**src/hdl/wblf_pkg.sv**
```systemverilog
`timescale 1ns / 1ps
`default_nettype none
// ----------------------------------------------------------------------------
// wblf_pkg
// shared constants, codes and types of the basis curve fusion engine
// ----------------------------------------------------------------------------
package wblf_pkg;

	localparam int CHANNELS   = 3;
	localparam int BASES      = 9;
	localparam int LEVELS     = 256;
	localparam int DEPTH      = CHANNELS * BASES * LEVELS;
	localparam int ADDR_W     = $clog2(DEPTH);

	localparam int CV_W       = 16;
	localparam int PROD_W     = 2 * CV_W;
	localparam int ACC_W      = 36;
	localparam int FRAC_BITS  = 28;
	localparam int FULL_SCALE = 255;
	localparam int PIX_W      = 8;
	localparam int CH_W       = 2;

	// result slots: pipeline stages plus output queue
	localparam int RES_SLOTS  = 4;
	localparam int SLOT_W     = $clog2(RES_SLOTS);
	localparam int CREDIT_W   = $clog2(RES_SLOTS + 1);

	typedef enum logic {
		OP_LOAD    = 1'b0,
		OP_COMPUTE = 1'b1
	} op_t;

	typedef struct packed {
		logic            valid;
		logic            ok;
		logic            last;
		logic [CH_W-1:0] ch;
	} ctl_t;

	typedef struct packed {
		logic [PIX_W-1:0] pixel;
		logic [CH_W-1:0]  channel;
	} result_t;

endpackage
`default_nettype wire

```
**src/hdl/wblf_out_fifo.sv**
```systemverilog
`timescale 1ns / 1ps
`default_nettype none
// ----------------------------------------------------------------------------
// wblf_out_fifo
// small result queue in front of the output channel
// ----------------------------------------------------------------------------
module wblf_out_fifo (
	input  wire logic              clk,
	input  wire logic              arst_n,
	input  wire logic              push,
	input  wire wblf_pkg::result_t push_data,
	input  wire logic              pop,
	output logic                   not_empty,
	output wblf_pkg::result_t      head
);

	wblf_pkg::result_t                slot_q [wblf_pkg::RES_SLOTS];
	logic [wblf_pkg::SLOT_W-1:0]      wr_ptr_q;
	logic [wblf_pkg::SLOT_W-1:0]      rd_ptr_q;
	logic [wblf_pkg::CREDIT_W-1:0]    cnt_q;

	assign not_empty = (cnt_q != '0);
	assign head      = slot_q[rd_ptr_q];

	always_ff @(posedge clk) begin
		if (push) begin
			slot_q[wr_ptr_q] <= push_data;
		end
	end

	always_ff @(posedge clk or negedge arst_n) begin
		if (!arst_n) begin
			wr_ptr_q <= '0;
			rd_ptr_q <= '0;
			cnt_q    <= '0;
		end else begin
			if (push) begin
				wr_ptr_q <= wr_ptr_q + 1'b1;
			end
			if (pop) begin
				rd_ptr_q <= rd_ptr_q + 1'b1;
			end
			unique case ({push, pop})
				2'b10:   cnt_q <= cnt_q + 1'b1;
				2'b01:   cnt_q <= cnt_q - 1'b1;
				default: cnt_q <= cnt_q;
			endcase
		end
	end

`ifndef SYNTHESIS
	a_no_overflow: assert property (@(posedge clk) disable iff (!arst_n)
		push && !pop |-> cnt_q < wblf_pkg::CREDIT_W'(wblf_pkg::RES_SLOTS))
		else $error("result queue overflow");
	a_no_underflow: assert property (@(posedge clk) disable iff (!arst_n)
		pop |-> cnt_q != '0)
		else $error("result queue underflow");
	a_ptr_gap: assert property (@(posedge clk) disable iff (!arst_n)
		cnt_q == '0 || cnt_q == wblf_pkg::CREDIT_W'(wblf_pkg::RES_SLOTS)
			|-> wr_ptr_q == rd_ptr_q)
		else $error("result queue pointers disagree with count");
`endif

endmodule
`default_nettype wire

```
**config.mk**
```make
export PLATFORM = sky130hd
export DESIGN_NAME = wblf_out_fifo
export DESIGN_NICKNAME = d
export VERILOG_FILES = /design/src/hdl/wblf_pkg.sv /design/src/hdl/wblf_out_fifo.sv
export SDC_FILE = /design/constraint.sdc
export NUM_CORES = 1
export LEC_CHECK = 0
export ABC_CLOCK_PERIOD_IN_PS = 3600
export BUFFER_PORTS_ARGS = -buffer_cell sky130_fd_sc_hd__buf_2
export CAP_MARGIN = 30
export CELL_PAD_IN_SITES_DETAIL_PLACEMENT = 0
export CELL_PAD_IN_SITES_GLOBAL_PLACEMENT = 1
export CORE_MARGIN = 8
export CORE_UTILIZATION = 55
export CTS_BUF_LIST = sky130_fd_sc_hd__clkbuf_2
export DETAILED_ROUTE_END_ITERATION = 8
export PLACE_DENSITY_LB_ADDON = 0.1
export SYNTH_ARGS = -nofsm -noshare
export SYNTH_HDL_FRONTEND = slang
export SYNTH_SLANG_ARGS = --single-unit
```
**constraint.sdc**
```tcl
create_clock -name clk -period 3.6 [get_ports clk]
set_input_delay 0.72 -clock clk [delete_from_list [all_inputs] [get_ports clk]]
set_output_delay 0.72 -clock clk [all_outputs]
set_load 0.01 [all_outputs]
```
==> results.ini <==
[cts]
number_of_levels_in_the_clock_h_tree=2
clock_tree_from_tritoncts=yes
cts-root-buf=sky130_fd_sc_hd__clkbuf_2
clockBufferDepth=2
insertion_delay_ns=0.41
post_cts_resize_count=0
cts_setup_buffers=0
clk_pin_slew_worst_paths_ns=0.22
hold_buffers=0
total_cts_buffers=5
cts.sink_count=47

[synthesis]
area_of_the_mapped_netlist_mm2=0.001841
largest_family_of_logic_cells_by_synthesized_area=multiplexers
netlist_instances=87
netlist.top_cell.by_area=sky130_fd_sc_hd__edfxtp_1
synth_mux_area_share_pct=13.19
yosys_most_used_dff=sky130_fd_sc_hd__edfxtp_1
synth.top_cells.by_area=sky130_fd_sc_hd__edfxtp_1 65%, sky130_fd_sc_hd__mux4_2 9.8%, sky130_fd_sc_hd__dfrtp_1 9.5%
syn_nets=107
syn_area_per_cell_um2=21.16
synth_edf_count=40
synth_compound_gate_area_share_pct=0.2719
synth_top_cells_by_count=40 x sky130_fd_sc_hd__edfxtp_1, 8 x sky130_fd_sc_hd__mux4_2, 7 x sky130_fd_sc_hd__dfrtp_1
post_synth_fa_ha_maj_area_fraction_pct=4.487
synth_cell_type_count=17
synthXorXnorAreaFrac_pct=2.855
async_reset_ff_share_pct=14.89
ys_seq_elements=47
yosys.area_share.simple_pct=2.311
synthMostInstantiatedCell=sky130_fd_sc_hd__edfxtp_1
synth_sequential_area_ratio_pct=74.78
synth-warning-count=0
synth_top_area_share_pct=65.26

[detailed_routing]
via_count=842
route.met2.wl_um=1485
topRoutingLayerUsed=met4
drt_pass1_iterations=4
average_wire_per_standard_cell_um=17.60
postRouteAntennaNets=0
met1Wirelength_um=1177
drt_iter0_drc=68
routed_via_density=5.166
drt_drc_violations_left=0
totalWireLength_um=2869
routed-wl-met3_um=157

[grt]
grt_antenna_before_repair=0
pin_count_of_the_biggest_net_entering_global_routing=15
grt_usage_pct=12.00
global_route.overflow_total=0
first_global_vias=884
grt_first_pass_wirelength_um=4505

[place]
finalWeightedCongestion=0.6252
port_buf_inserts=24
dp.final_hpwl_um=2007

[cells_and_area]
insertedDiodeCount=0
finish.net_count=136
post_route_cells_drive_above_1_share_pct=34.19
fin_util_pct=63.70
n_fill_cell=254
area.sequential_mm2=0.001376
area_growth_syn_to_layout_pct=13.66
multi_input_comb_area_um2=425.4

[power_and_ir_drop]
power.leakage_uw=0.0007903
p_per_area_mw_per_mm2=761.1
irDropWorstVdd_mv=0.5117

[sta]
clock-skew-final_ns=0.02332
finalCritPeriodShare_pct=75.02
period_needed_ns=2.701
timing.final.setup_violations=0
setup_tns_ns=0
grt_setup_unrepaired=no
finalHoldWorstSlack_ns=0.08882
maxSlewHeadroom_pct=55.65
hold_violations=0
worst-slew-pin-transition_ns=0.6652
max_freq_ghz=0.3703
drv_slew=0

[floorplan]
die_h_um=73.85
placementRows=21
fp.dieW_um=73.85
boundaryPins=25
floorplan.initialDensity_pct=56.04
floorplan.core_area_mm2=0.003284
die_area_mm2=0.005454

[run_status]
run_status=completed

[critical_path]
critical_path.startpoint=rd_ptr_q[0]
setup.worst_path.class=flip-flop to output pin
critical_path_peak_fanout=12
r2r-start=wr_ptr_q[0]
r2r-end=slot_q[0][9]
worstPathArrival_ns=1.98
crit_path_end_kind=output pin
worst-r2r-setup-slack_ns=2.09
worst-r2r-cell-count=3
timing.critical_path.from_type=flip-flop
cp.required_ns=2.88

[job]
max_cap_viol_count=0

[min_path]
hold_path_class=primary input to async pin

## critical path: stages, from the launching register on
cell and delay [ns]:
sky130_fd_sc_hd__dfrtp_1 0.82, sky130_fd_sc_hd__mux4_1 0.62, sky130_fd_sc_hd__buf_2 0.15
## layout make-up
class	instances	area share, %
sequential	47	65.79
multi-input combinational	32	20.33
timing repair buffer	24	5.742
clock inverter	2	2.871
tap	46	2.751
clock buffer	6	1.435
inverter	6	1.077
## cell families after synthesis
logic type	after synthesis
and+or+nand+nor	8
adders and majority gates	6
DFF	47
xor gates and xnor gates	6
buffers and inverters	8
muxes	11
AOI/OAI and AO/OA	1
## placed cells by master (no fill, tap or decap)
cell type	n
sky130_fd_sc_hd__or3_1	1
sky130_fd_sc_hd__nand2_1	2
sky130_fd_sc_hd__fa_1	1
sky130_fd_sc_hd__xnor2_1	2
sky130_fd_sc_hd__buf_2	24
sky130_fd_sc_hd__nor2_1	1
sky130_fd_sc_hd__inv_1	6
sky130_fd_sc_hd__edfxtp_1	40
sky130_fd_sc_hd__mux2i_1	1
sky130_fd_sc_hd__mux4_1	2
sky130_fd_sc_hd__xor2_1	4
sky130_fd_sc_hd__bufinv_16	2
sky130_fd_sc_hd__mux4_2	8
sky130_fd_sc_hd__o21ai_0	1
sky130_fd_sc_hd__ha_1	5
sky130_fd_sc_hd__and2_1	4
sky130_fd_sc_hd__clkbuf_2	6
sky130_fd_sc_hd__dfrtp_1	7
## sequential cells by signal, indices dropped and copies added (netlist names)
| register | flops |
|---|---|
| wr_ptr_q | 2 |
| cnt_q | 3 |
| rd_ptr_q | 2 |
| slot_q | 40 |
## where the power goes
part           leakage [µW]  switching (µW)  internal (µW)  total [µW]
logic              0.000288             194            221         416
registers          0.000449             102            725         826
clock network     0.0000532             160            190         350
## stage by stage
stage / power [µW] / instance area [µm²] / cells / setup slack, ns
after global placement: 1257 / 2002 / 155 / 1.299
after CTS: 1616 / 2092 / 163 / 0.8214
after global routing: 1688 / 2092 / 163 / 0.7294
after detailed placement: 1272 / 2002 / 155 / 1.315
after floorplan: 1122 / 1841 / 87 / 1.788
final: 1592 / 2092 / 163 / 0.8994
## worst max-delay path by stage
stage,to,slack [ns],cells after the start
3_5_place_dp,head[0],1.32,2
5_1_grt,head[9],0.73,2
3_3_place_gp,head[9],1.30,2
2_1_floorplan,cnt_q[2],1.79,7
6_report,head[0],0.90,2
4_1_cts,head[0],0.82,2
## routing by layer
layer	GRT usage [%]	vias up
met2	20.47	18
met3	5.048	5
li1	-	392
met5	0	-
met1	12.52	427
met4	5.322	0
Power figures use the tool's default switching activity.
