[src/hdl/wblf_pkg.sv]
`timescale 1ns / 1ps
`default_nettype none
// ----------------------------------------------------------------------------
// wblf_pkg
// shared constants, codes and types of the basis curve fusion engine
// ----------------------------------------------------------------------------
package wblf_pkg;

	localparam int CHANNELS   = 3;
	localparam int BASES      = 9;
	localparam int LEVELS     = 256;
	localparam int DEPTH      = CHANNELS * BASES * LEVELS;
	localparam int ADDR_W     = $clog2(DEPTH);

	localparam int CV_W       = 16;
	localparam int PROD_W     = 2 * CV_W;
	localparam int ACC_W      = 36;
	localparam int FRAC_BITS  = 28;
	localparam int FULL_SCALE = 255;
	localparam int PIX_W      = 8;
	localparam int CH_W       = 2;

	// result slots: pipeline stages plus output queue
	localparam int RES_SLOTS  = 4;
	localparam int SLOT_W     = $clog2(RES_SLOTS);
	localparam int CREDIT_W   = $clog2(RES_SLOTS + 1);

	typedef enum logic {
		OP_LOAD    = 1'b0,
		OP_COMPUTE = 1'b1
	} op_t;

	typedef struct packed {
		logic            valid;
		logic            ok;
		logic            last;
		logic [CH_W-1:0] ch;
	} ctl_t;

	typedef struct packed {
		logic [PIX_W-1:0] pixel;
		logic [CH_W-1:0]  channel;
	} result_t;

endpackage
`default_nettype wire

[src/hdl/wblf_mac.sv]
`timescale 1ns / 1ps
`default_nettype none
// ----------------------------------------------------------------------------
// wblf_mac
// weight times curve value, saturating accumulate, scale and clip
// ----------------------------------------------------------------------------
module wblf_mac (
	input  wire logic                             clk,
	input  wire logic                             arst_n,
	input  wire wblf_pkg::ctl_t                   ctl_s1,
	input  wire logic signed [wblf_pkg::CV_W-1:0] weight_s1,
	input  wire logic signed [wblf_pkg::CV_W-1:0] rdata_s1,
	output logic                                  res_valid,
	output wblf_pkg::result_t                     res_data
);

	localparam int SCALED_W = wblf_pkg::ACC_W - 1 + wblf_pkg::PIX_W;

	wblf_pkg::ctl_t                     ctl_s2;
	logic signed [wblf_pkg::PROD_W-1:0] prod_s2;

	logic signed [wblf_pkg::ACC_W-1:0]  acc_q;
	logic signed [wblf_pkg::ACC_W:0]    sum;
	logic signed [wblf_pkg::ACC_W-1:0]  sum_sat;

	logic                               valid_s3;
	logic [wblf_pkg::CH_W-1:0]          ch_s3;
	logic signed [wblf_pkg::ACC_W-1:0]  fin_s3;

	logic [SCALED_W-1:0]                scaled;
	logic [SCALED_W-wblf_pkg::FRAC_BITS-1:0] whole;

	// stage 2: product, zero for an out-of-range index
	always_ff @(posedge clk) begin
		if (ctl_s1.ok) begin
			prod_s2 <= weight_s1 * rdata_s1;
		end else begin
			prod_s2 <= '0;
		end
	end

	always_ff @(posedge clk or negedge arst_n) begin
		if (!arst_n) begin
			ctl_s2 <= '0;
		end else begin
			ctl_s2 <= ctl_s1;
		end
	end

	// stage 3: accumulate with saturation at the signed range
	assign sum = (wblf_pkg::ACC_W+1)'(acc_q) + (wblf_pkg::ACC_W+1)'(prod_s2);

	always_comb begin
		if (sum[wblf_pkg::ACC_W] != sum[wblf_pkg::ACC_W-1]) begin
			sum_sat = sum[wblf_pkg::ACC_W]
				? {1'b1, {(wblf_pkg::ACC_W-1){1'b0}}}
				: {1'b0, {(wblf_pkg::ACC_W-1){1'b1}}};
		end else begin
			sum_sat = sum[wblf_pkg::ACC_W-1:0];
		end
	end

	always_ff @(posedge clk or negedge arst_n) begin
		if (!arst_n) begin
			acc_q    <= '0;
			valid_s3 <= 1'b0;
		end else begin
			valid_s3 <= ctl_s2.valid && ctl_s2.last;
			if (ctl_s2.valid) begin
				acc_q <= ctl_s2.last ? '0 : sum_sat;
			end
		end
	end

	always_ff @(posedge clk) begin
		fin_s3 <= sum_sat;
		ch_s3  <= ctl_s2.ch;
	end

	// output scale: floor(acc * 255 / 2^28), negative gives zero
	assign scaled = SCALED_W'(fin_s3[wblf_pkg::ACC_W-2:0])
		* SCALED_W'(wblf_pkg::FULL_SCALE);
	assign whole = scaled[SCALED_W-1:wblf_pkg::FRAC_BITS];

	always_comb begin
		res_valid        = valid_s3;
		res_data.channel = ch_s3;
		if (fin_s3[wblf_pkg::ACC_W-1]) begin
			res_data.pixel = '0;
		end else if (32'(whole) > wblf_pkg::FULL_SCALE) begin
			res_data.pixel = wblf_pkg::PIX_W'(wblf_pkg::FULL_SCALE);
		end else begin
			res_data.pixel = wblf_pkg::PIX_W'(whole);
		end
	end

endmodule
`default_nettype wire

[config.mk]
export PLATFORM = sky130hd
export DESIGN_NAME = wblf_mac
export DESIGN_NICKNAME = d
export VERILOG_FILES = /design/src/hdl/wblf_pkg.sv /design/src/hdl/wblf_mac.sv
export SDC_FILE = /design/constraint.sdc
export NUM_CORES = 1
export LEC_CHECK = 0
export ABC_AREA = 1
export BUFFER_PORTS_ARGS = -buffer_cell sky130_fd_sc_hd__buf_2
export CELL_PAD_IN_SITES_DETAIL_PLACEMENT = 0
export CELL_PAD_IN_SITES_GLOBAL_PLACEMENT = 1
export CORE_MARGIN = 2
export CORE_UTILIZATION = 31
export CTS_CLUSTER_DIAMETER = 200
export DETAILED_ROUTE_END_ITERATION = 8
export PLACE_DENSITY_LB_ADDON = 0.1
export SYNTH_ARGS = -nofsm -noshare
export SYNTH_HDL_FRONTEND = slang
export SYNTH_SLANG_ARGS = --single-unit
[constraint.sdc]
create_clock -name clk -period 12.6 [get_ports clk]
set_input_delay 2.52 -clock clk [delete_from_list [all_inputs] [get_ports clk]]
set_output_delay 2.52 -clock clk [all_outputs]
set_load 0.01 [all_outputs]
==> impl_metrics.env, run 1 <==
export IMPL_outcome="complete, no violations"
export IMPL_syn_avg_cell_area_um2=7.55
export IMPL_insertion_delay_ns=0.37
export IMPL_cap_viol_max_count=0
export IMPL_postCtsSetupRepairBufs=0
export IMPL_grt_overflow=0
export IMPL_rows=100
export IMPL_fillCellCount=8087
export IMPL_crit_path_end="prod_s2[28]$_SDFF_PN0_"
export IMPL_grt_max_degree=42
export IMPL_start_util=0.311
export IMPL_ctsHtreeMaxLevel=3
export IMPL_start_kind="input port"
export IMPL_drt_pass1_iter_count=6
export IMPL_core_area_mm2=0.0741
export IMPL_synth_edf_count=0
export IMPL_reg2regPathDepth=10
export IMPL_final_setup_viol_count=0
export IMPL_numCtsBuffers=9
export IMPL_rr_startpoint="acc_q[14]$_DFFE_PN0P_"
export IMPL_crit_type="in2reg"
export IMPL_ys_ff_latch=111
export IMPL_hold_class="reg2reg"
export IMPL_final_cell_mix="828 x nand2_1, 820 x inv_1, 427 x fa_1"
export IMPL_dpl_hpwl_um=58700
export IMPL_drive_gt1_frac=0.0353
export IMPL_hold_violations=0
export IMPL_numPortBuffers=49
export IMPL_crit_required_ns=12.86
export IMPL_yosysWarnings=0
export IMPL_slew_headroom=0.304
export IMPL_antenna_found_initial=1
export IMPL_num_nets_final=3696
export IMPL_clockBufferDepth=2
export IMPL_area_growth_pct=6.51
export IMPL_die_area_mm2=0.0766
export IMPL_io_pins=50
export IMPL_slew_violations=0
export IMPL_postSynthCellCount=3055
export IMPL_drc=0
export IMPL_gp_congestion=0.841
export IMPL_tightest_slew_ns=1.04
export IMPL_route_vias_total=18200
export IMPL_critPathCaptureType="register"
export IMPL_ys_flop_type="dfxtp_1"
export IMPL_critical_path_arrival_ns=8.80
export IMPL_rsz0062_at_grt="false"
export IMPL_die_w_um=277
export IMPL_cts_hold_buf=0
export IMPL_tns_ns=0
export IMPL_cp_max_fo=16
export IMPL_max_freq_ghz=0.117
export IMPL_startpoint="rdata_s1[1]"
export IMPL_cts_tree="built"
export IMPL_synth_area_mm2=0.0231
export IMPL_reg2reg_to="fin_s3[1]$_DFF_P_"
export IMPL_hold_slack_ns=0.348
export IMPL_routedWlPerCell_um=16.6
export IMPL_clock_sinks=111
export IMPL_fin_cells=4027
export IMPL_root_buffer="clkbuf_16"
export IMPL_dp_cells=4010
export IMPL_cts_resized=0
export IMPL_path_clk_slew_ns=0.08
export IMPL_die_h_um=277
export IMPL_layout_commonest_cell="nand2_1"
export IMPL_drtIter0Drc=868
export IMPL_synth_cell_types=46
export IMPL_grt_total_usage=0.183
export IMPL_synth_net_count=3699
export IMPL_finClkSkew_ns=0.0115
export IMPL_ys_seq_area_frac=0.105
export IMPL_fin_crit_sh=0.678
export IMPL_fin_crit_ns=8.54
export IMPL_viasPerCell=4.53
export IMPL_rrSetupSlack_ns=9.35
export IMPL_grt_pass1_vias=20200
export IMPL_grt_pass1_wl_um=111000
export IMPL_ant_nets=0
export IMPL_totalWireLength_um=66900
export IMPL_synthArstFlopShare=0.369
[layer usage]
layer	global-route usage	share of wire	vias up
li1	-	-	8937
met1	0.260	0.49	9030
met2	0.311	0.47	226
met3	0.0127	0.025	39
met4	0.0293	0.014	0
met5	0	0	-
[how the worst min path moves through the flow]
stage                             start                to  slack, ns  cells past startpoint
global route        ctl_s2[0]$_DFF_PN0_  ch_s3[0]$_DFF_P_       0.35                      0
CTS                 ctl_s2[0]$_DFF_PN0_  ch_s3[0]$_DFF_P_       0.35                      0
finish              ctl_s2[0]$_DFF_PN0_  ch_s3[0]$_DFF_P_       0.35                      0
global placement    ctl_s2[0]$_DFF_PN0_  ch_s3[0]$_DFF_P_       0.33                      0
detailed placement  ctl_s2[0]$_DFF_PN0_  ch_s3[0]$_DFF_P_       0.33                      0
floorplan           ctl_s2[0]$_DFF_PN0_  ch_s3[0]$_DFF_P_       0.32                      0
[cell families (layout without fill, tap and decap cells)]
group | Yosys count | in the layout | synth area share
AOI/OAI and AO/OA | 259 | 259 | 0.0626
buffers and inverters | 887 | 889 | 0.146
adders and majority gates | 605 | 605 | 0.467
other | 0 | 1 | 0
DFF | 111 | 111 | 0.105
xor gates and xnor gates | 49 | 49 | 0.0186
and+or+nand+nor | 1144 | 1144 | 0.200
[metrics by stage]
step	utilization	setup slack, ns	cell area (µm²)
2_1_floorplan	-	4.78	23100
3_3_place_gp	0.327	3.68	24300
3_5_place_dp	0.327	3.78	24300
4_1_cts	0.332	4.17	24600
5_1_grt	0.332	3.73	24600
6_report	0.332	4.06	24600
[worst max-delay path, stage by stage]
cell	delay, ns
buf_2	0.32
nand2_1	0.16
inv_1	0.15
fa_1	0.51
fa_1	0.86
inv_1	0.12
fa_1	0.50
fa_1	0.46
fa_1	0.48
fa_1	0.49
inv_1	0.04
ha_1	0.35
a21oi_1	0.25
o21ai_0	0.21
a211oi_1	0.41
o21ai_0	0.20
a41oi_1	0.53
nand2_1	0.10
nand2_1	0.08
nor2_1	0.05
[cell type report]
class	count	area (µm²)	area share
flip-flops and latches	111	2430	0.0988
multi-input cells	2057	17300	0.703
repair buffers	50	253	0.0103
well taps	969	1210	0.0494
clock inverters	7	83.8	0.00341
clock buffers	9	225	0.00917
diodes	1	2.50	0.000102
inverters	823	3090	0.126
[sequential cells by signal, indices dropped and copies added, names as in the netlist]
name       cells
res_valid      1
fin_s3        36
prod_s2       32
ch_s3          2
acc_q         36
ctl_s2         4
[cells in the mapped netlist (20+ instances only)]
| cell type | number | area [µm²] |
|---|---|---|
| xnor2_1 | 20 | 175 |
| dfrtp_1 | 41 | 1030 |
| a21oi_1 | 138 | 691 |
| nand3_1 | 68 | 340 |
| fa_1 | 427 | 8550 |
| nor2_1 | 158 | 593 |
| o21ai_0 | 65 | 325 |
| nand4_1 | 24 | 150 |
| nand2_1 | 828 | 3110 |
| dfxtp_1 | 70 | 1400 |
| ha_1 | 178 | 2230 |
| inv_1 | 820 | 3080 |
| xor2_1 | 29 | 254 |
| clkbuf_1 | 54 | 203 |
Power of run 1 is not shown: default switching activity piles up to over one toggle a cycle in this logic, so the estimate is an artifact.
==> inputs of run 2 (changes only) <==
==> constraint.sdc (replaced) <==
create_clock -name clk -period 8.54 [get_ports clk]
set_input_delay 1.708 -clock clk [delete_from_list [all_inputs] [get_ports clk]]
set_output_delay 1.708 -clock clk [all_outputs]
set_load 0.01 [all_outputs]
==> run 2 against run 1 <==
Core utilization barely moved. Setup slack got worse by 3.3 ns. Die area unchanged. First-iteration DRC count rose by 7.6%. Design area about the same. Critical path type unchanged. Sequential cell count stayed put. Largest cell class unchanged. Clock-buffer cell count unchanged. Worst hold slack lost 0.0025 ns. Clock skew rose by 0.0047 ns. Non-clock buffer count rose by 1.
==> impl_metrics.env, run 2 (synthesis gave the netlist of run 1 again) <==
export IMPL_grt_pass1_wl_um=110000
export IMPL_drtIter0Drc=934
export IMPL_numCtsBuffers=9
export IMPL_crit_required_ns=8.81
export IMPL_crit_type="in2reg"
export IMPL_cp_top_family="adder cells"
export IMPL_drc=0
export IMPL_path_cells="buf_2 > nand2_1 > inv_1 > fa_1 > fa_1 > inv_1 > fa_1 > fa_1 > fa_1 > fa_1 > inv_1 > ha_1 > a21oi_1 > o21ai_0 > a211oi_1 > o21ai_0 > a41oi_1 > nand2_1 > nand2_1 > nor2_1"
export IMPL_tns_ns=0
export IMPL_clock_sinks=111
export IMPL_max_freq_ghz=0.129
export IMPL_fin_util=0.332
export IMPL_critPathCaptureType="register"
export IMPL_cap_viol_max_count=0
export IMPL_dp_cells=4011
export IMPL_hold_class="reg2reg"
export IMPL_grt_max_degree=42
export IMPL_ant_nets=0
export IMPL_grt_total_usage=0.183
export IMPL_diodes=0
export IMPL_critPathBufInv=4
export IMPL_fin_crit_sh=0.910
export IMPL_cts_hold_buf=0
export IMPL_postCtsSetupRepairBufs=0
export IMPL_die_h_um=277
export IMPL_finClkSkew_ns=0.0162
export IMPL_layout_commonest_cell="nand2_1"
export IMPL_rows=100
export IMPL_root_buffer="clkbuf_16"
export IMPL_routedWlPerCell_um=16.6
export IMPL_fin_crit_ns=7.77
export IMPL_crit_slowest_cell="fa_1"
export IMPL_cp_max_fo=16
export IMPL_antenna_found_initial=1
export IMPL_grt_pass1_vias=20100
export IMPL_slew_headroom=0.310
export IMPL_tightest_slew_ns=1.04
export IMPL_hold_slack_ns=0.345
export IMPL_fin_cells=4027
export IMPL_final_cell_mix="828 x nand2_1, 820 x inv_1, 427 x fa_1"
export IMPL_clockBufferDepth=2
export IMPL_core_area_mm2=0.0741
export IMPL_critical_path_arrival_ns=8.04
export IMPL_hold_violations=0
export IMPL_ctsHtreeMaxLevel=3
export IMPL_drt_pass1_iter_count=7
export IMPL_area_growth_pct=6.61
export IMPL_route_vias_total=18200
export IMPL_rsz0062_at_grt="false"
export IMPL_crit_top_cell="fa_1"
export IMPL_max_stage_delay_ns=0.88
export IMPL_reg_top3="acc_q x36, fin_s3 x36, prod_s2 x32"
export IMPL_num_nets_final=3697
export IMPL_grt_overflow=0
export IMPL_totalWireLength_um=67000
export IMPL_final_setup_viol_count=0
export IMPL_viasPerCell=4.52
export IMPL_insertion_delay_ns=0.38
export IMPL_start_kind="input port"
export IMPL_cts_tree="built"
export IMPL_die_w_um=277
export IMPL_slew_violations=0
export IMPL_path_clk_slew_ns=0.08
export IMPL_cts_resized=0
export IMPL_gp_congestion=0.841
export IMPL_drive_gt1_frac=0.0356
export IMPL_outcome="complete, no violations"
export IMPL_die_area_mm2=0.0766
export IMPL_dpl_hpwl_um=58800
export IMPL_numPortBuffers=49
export IMPL_io_pins=50
export IMPL_start_util=0.311
[run 2: layer usage]
layer	track usage	up-vias	part of all wire
li1	-	8949	-
met1	0.259	9003	0.49
met2	0.306	217	0.46
met3	0.0149	51	0.028
met4	0.0386	0	0.020
met5	0	-	0
[run 2: metrics by stage]
step           worst slack, ns  area, µm²
2_1_floorplan             1.53      23100
3_3_place_gp             0.407      24300
3_5_place_dp             0.544      24300
4_1_cts                  0.922      24600
5_1_grt                  0.502      24600
6_report                 0.769      24600
[run 2: final cells by class]
cell class,instances,area (µm²)
flip-flops and latches,111,2430
well taps,969,1210
inverters,823,3090
repair buffers,51,260
clock inverters,7,101
clock buffers,9,225
fillers,8029,49500
multi-input cells,2057,17300
[run 2: final timing paths]
kind	start	slack, ns	to	cells after the start
max	rdata_s1[1]	0.77	prod_s2[28]$_SDFF_PN0_	20
min	ctl_s2[0]$_DFF_PN0_	0.35	ch_s3[0]$_DFF_P_	0
max reg2reg	acc_q[0]$_DFFE_PN0P_	5.31	fin_s3[1]$_DFF_P_	10
min reg2reg	ctl_s2[0]$_DFF_PN0_	0.35	ch_s3[0]$_DFF_P_	0
max in group asynchronous	arst_n	6.38	acc_q[11]$_DFFE_PN0P_	1
min in group asynchronous	arst_n	1.50	acc_q[33]$_DFFE_PN0P_	1
[run 2: worst register-to-register path, stage by stage (launching register included)]
cell and delay, ns:
dfrtp_1 0.36, ha_1 0.29, inv_1 0.12, fa_1 0.42, inv_1 0.12, nand3_1 0.09
nand2_1 0.20, nand3_1 0.16, nand4_2 0.16, nand4_4 0.57, a21boi_1 0.60
Power of run 2 is left out for the same reason.
==> inputs of run 3 (changes only) <==
--- a/config.mk
+++ b/config.mk
@@ -13,7 +13,7 @@
 export CORE_UTILIZATION = 31
 export CTS_CLUSTER_DIAMETER = 200
 export DETAILED_ROUTE_END_ITERATION = 8
-export PLACE_DENSITY_LB_ADDON = 0.1
+export PLACE_DENSITY = 0.66
 export SYNTH_ARGS = -nofsm -noshare
 export SYNTH_HDL_FRONTEND = slang
 export SYNTH_SLANG_ARGS = --single-unit
==> run 3 against run 2 <==
Design area about the same. Register-to-register slack worse by 0.15 ns. Via count down 0.55%. Worst hold slack better by 0.0024 ns. First-iteration DRC count up 1.7%. Critical path depth unchanged. Non-clock buffer count unchanged. Global-route usage down 1.5 points. Core utilization about the same. Clock skew up 0.00083 ns. Setup slack better by 0.50 ns. Sequential share of layout area about the same. Critical path type unchanged.
==> impl_metrics.env, run 3 (synthesis gave the netlist of run 1 again) <==
export IMPL_cts_hold_buf=0
export IMPL_drt_pass1_iter_count=5
export IMPL_grt_pass1_vias=19700
export IMPL_die_w_um=277
export IMPL_die_area_mm2=0.0766
export IMPL_final_cell_mix="828 x nand2_1, 820 x inv_1, 427 x fa_1"
export IMPL_cts_resized=0
export IMPL_multi_input_area_mm2=0.0173
export IMPL_insertion_delay_ns=0.37
export IMPL_diodes=0
export IMPL_fillCellCount=8122
export IMPL_reg2regPathDepth=12
export IMPL_slew_headroom=0.462
export IMPL_postCtsSetupRepairBufs=0
export IMPL_finClkSkew_ns=0.0170
export IMPL_grt_max_degree=42
export IMPL_grt_total_usage=0.168
export IMPL_dp_cells=4011
export IMPL_route_vias_total=18100
export IMPL_startpoint="rdata_s1[1]"
export IMPL_rsz0062_at_grt="false"
export IMPL_reg_top3="acc_q x36, fin_s3 x36, prod_s2 x32"
export IMPL_hold_class="reg2reg"
export IMPL_start_kind="input port"
export IMPL_gp_congestion=0.855
export IMPL_outcome="complete, no violations"
export IMPL_totalWireLength_um=61100
export IMPL_numCtsBuffers=9
export IMPL_routedWlPerCell_um=15.2
export IMPL_final_setup_viol_count=0
export IMPL_fin_util=0.332
export IMPL_numPortBuffers=49
export IMPL_grt_pass1_wl_um=103000
export IMPL_slew_violations=0
export IMPL_crit_path_end="prod_s2[28]$_SDFF_PN0_"
export IMPL_max_freq_ghz=0.138
export IMPL_cap_viol_max_count=0
export IMPL_num_nets_final=3697
export IMPL_area_growth_pct=6.56
export IMPL_core_area_mm2=0.0741
export IMPL_rrSetupSlack_ns=5.16
export IMPL_tns_ns=0
export IMPL_crit_type="in2reg"
export IMPL_crit_required_ns=8.81
export IMPL_dpl_hpwl_um=52800
export IMPL_fin_cells=4027
export IMPL_layout_commonest_cell="nand2_1"
export IMPL_clock_sinks=111
export IMPL_critical_path_arrival_ns=7.54
export IMPL_drc=0
export IMPL_cts_tree="built"
export IMPL_ctsHtreeMaxLevel=3
export IMPL_drtIter0Drc=950
export IMPL_start_util=0.311
export IMPL_hold_violations=0
export IMPL_tightest_slew_ns=0.808
export IMPL_path_clk_slew_ns=0.09
export IMPL_antenna_found_initial=0
export IMPL_root_buffer="clkbuf_16"
export IMPL_regArea_mm2=0.00243
export IMPL_cp_max_fo=16
export IMPL_die_h_um=277
export IMPL_rows=100
export IMPL_ant_nets=0
export IMPL_fin_crit_ns=7.27
export IMPL_grt_overflow=0
export IMPL_reg2reg_to="acc_q[18]$_DFFE_PN0P_"
export IMPL_fin_crit_sh=0.852
export IMPL_io_pins=50
export IMPL_drive_gt1_frac=0.0356
export IMPL_critPathCaptureType="register"
export IMPL_viasPerCell=4.50
export IMPL_clockBufferDepth=2
export IMPL_rr_startpoint="acc_q[0]$_DFFE_PN0P_"
## run 3: critical path: stages
cell,delay (ns)
buf_2,0.31
nand2_1,0.16
inv_1,0.14
fa_1,0.50
fa_1,0.88
inv_1,0.12
fa_1,0.50
fa_1,0.50
fa_1,0.41
fa_1,0.51
inv_1,0.04
ha_1,0.34
a21oi_1,0.25
o21ai_0,0.17
a211oi_1,0.30
o21ai_0,0.15
a41oi_1,0.33
nand2_1,0.09
nand2_1,0.07
nor2_1,0.04
## run 3: routing by layer
layer  GRT usage  vias to the layer above  wire (µm)
met5           0                        -          0
met2       0.302                      229      30200
li1            -                     8934          -
met3      0.0118                       43       1580
met4      0.0248                        0        743
met1       0.226                     8913      28600
## run 3: worst min-delay path by stage
stage	from	endpoint	slack [ns]	cells past startpoint
3_3_place_gp	ctl_s2[1]$_DFF_PN0_	ch_s3[1]$_DFF_P_	0.33	0
6_report	ctl_s2[0]$_DFF_PN0_	ch_s3[0]$_DFF_P_	0.35	0
2_1_floorplan	ctl_s2[0]$_DFF_PN0_	ch_s3[0]$_DFF_P_	0.32	0
4_1_cts	ctl_s2[1]$_DFF_PN0_	ch_s3[1]$_DFF_P_	0.35	0
5_1_grt	ctl_s2[1]$_DFF_PN0_	ch_s3[1]$_DFF_P_	0.35	0
3_5_place_dp	ctl_s2[1]$_DFF_PN0_	ch_s3[1]$_DFF_P_	0.33	0
## run 3: final cells by class
type | instances | share of cell area
multi-input combinational | 2057 | 0.703
inverter | 823 | 0.126
sequential | 111 | 0.0988
tap | 969 | 0.0493
timing repair buffer | 51 | 0.0106
clock buffer | 9 | 0.00916
clock inverter | 7 | 0.00372
## run 3: through the flow
step / cell area, µm² / hold slack [ns] / setup slack, ns
finish: 24600 / 0.348 / 1.27
global route: 24600 / 0.354 / 0.841
CTS: 24600 / 0.352 / 1.23
detailed placement: 24300 / 0.332 / 0.905
global placement: 24300 / 0.327 / 0.933
floorplan: 23100 / 0.324 / 1.53
Power of run 3 is left out for the same reason.
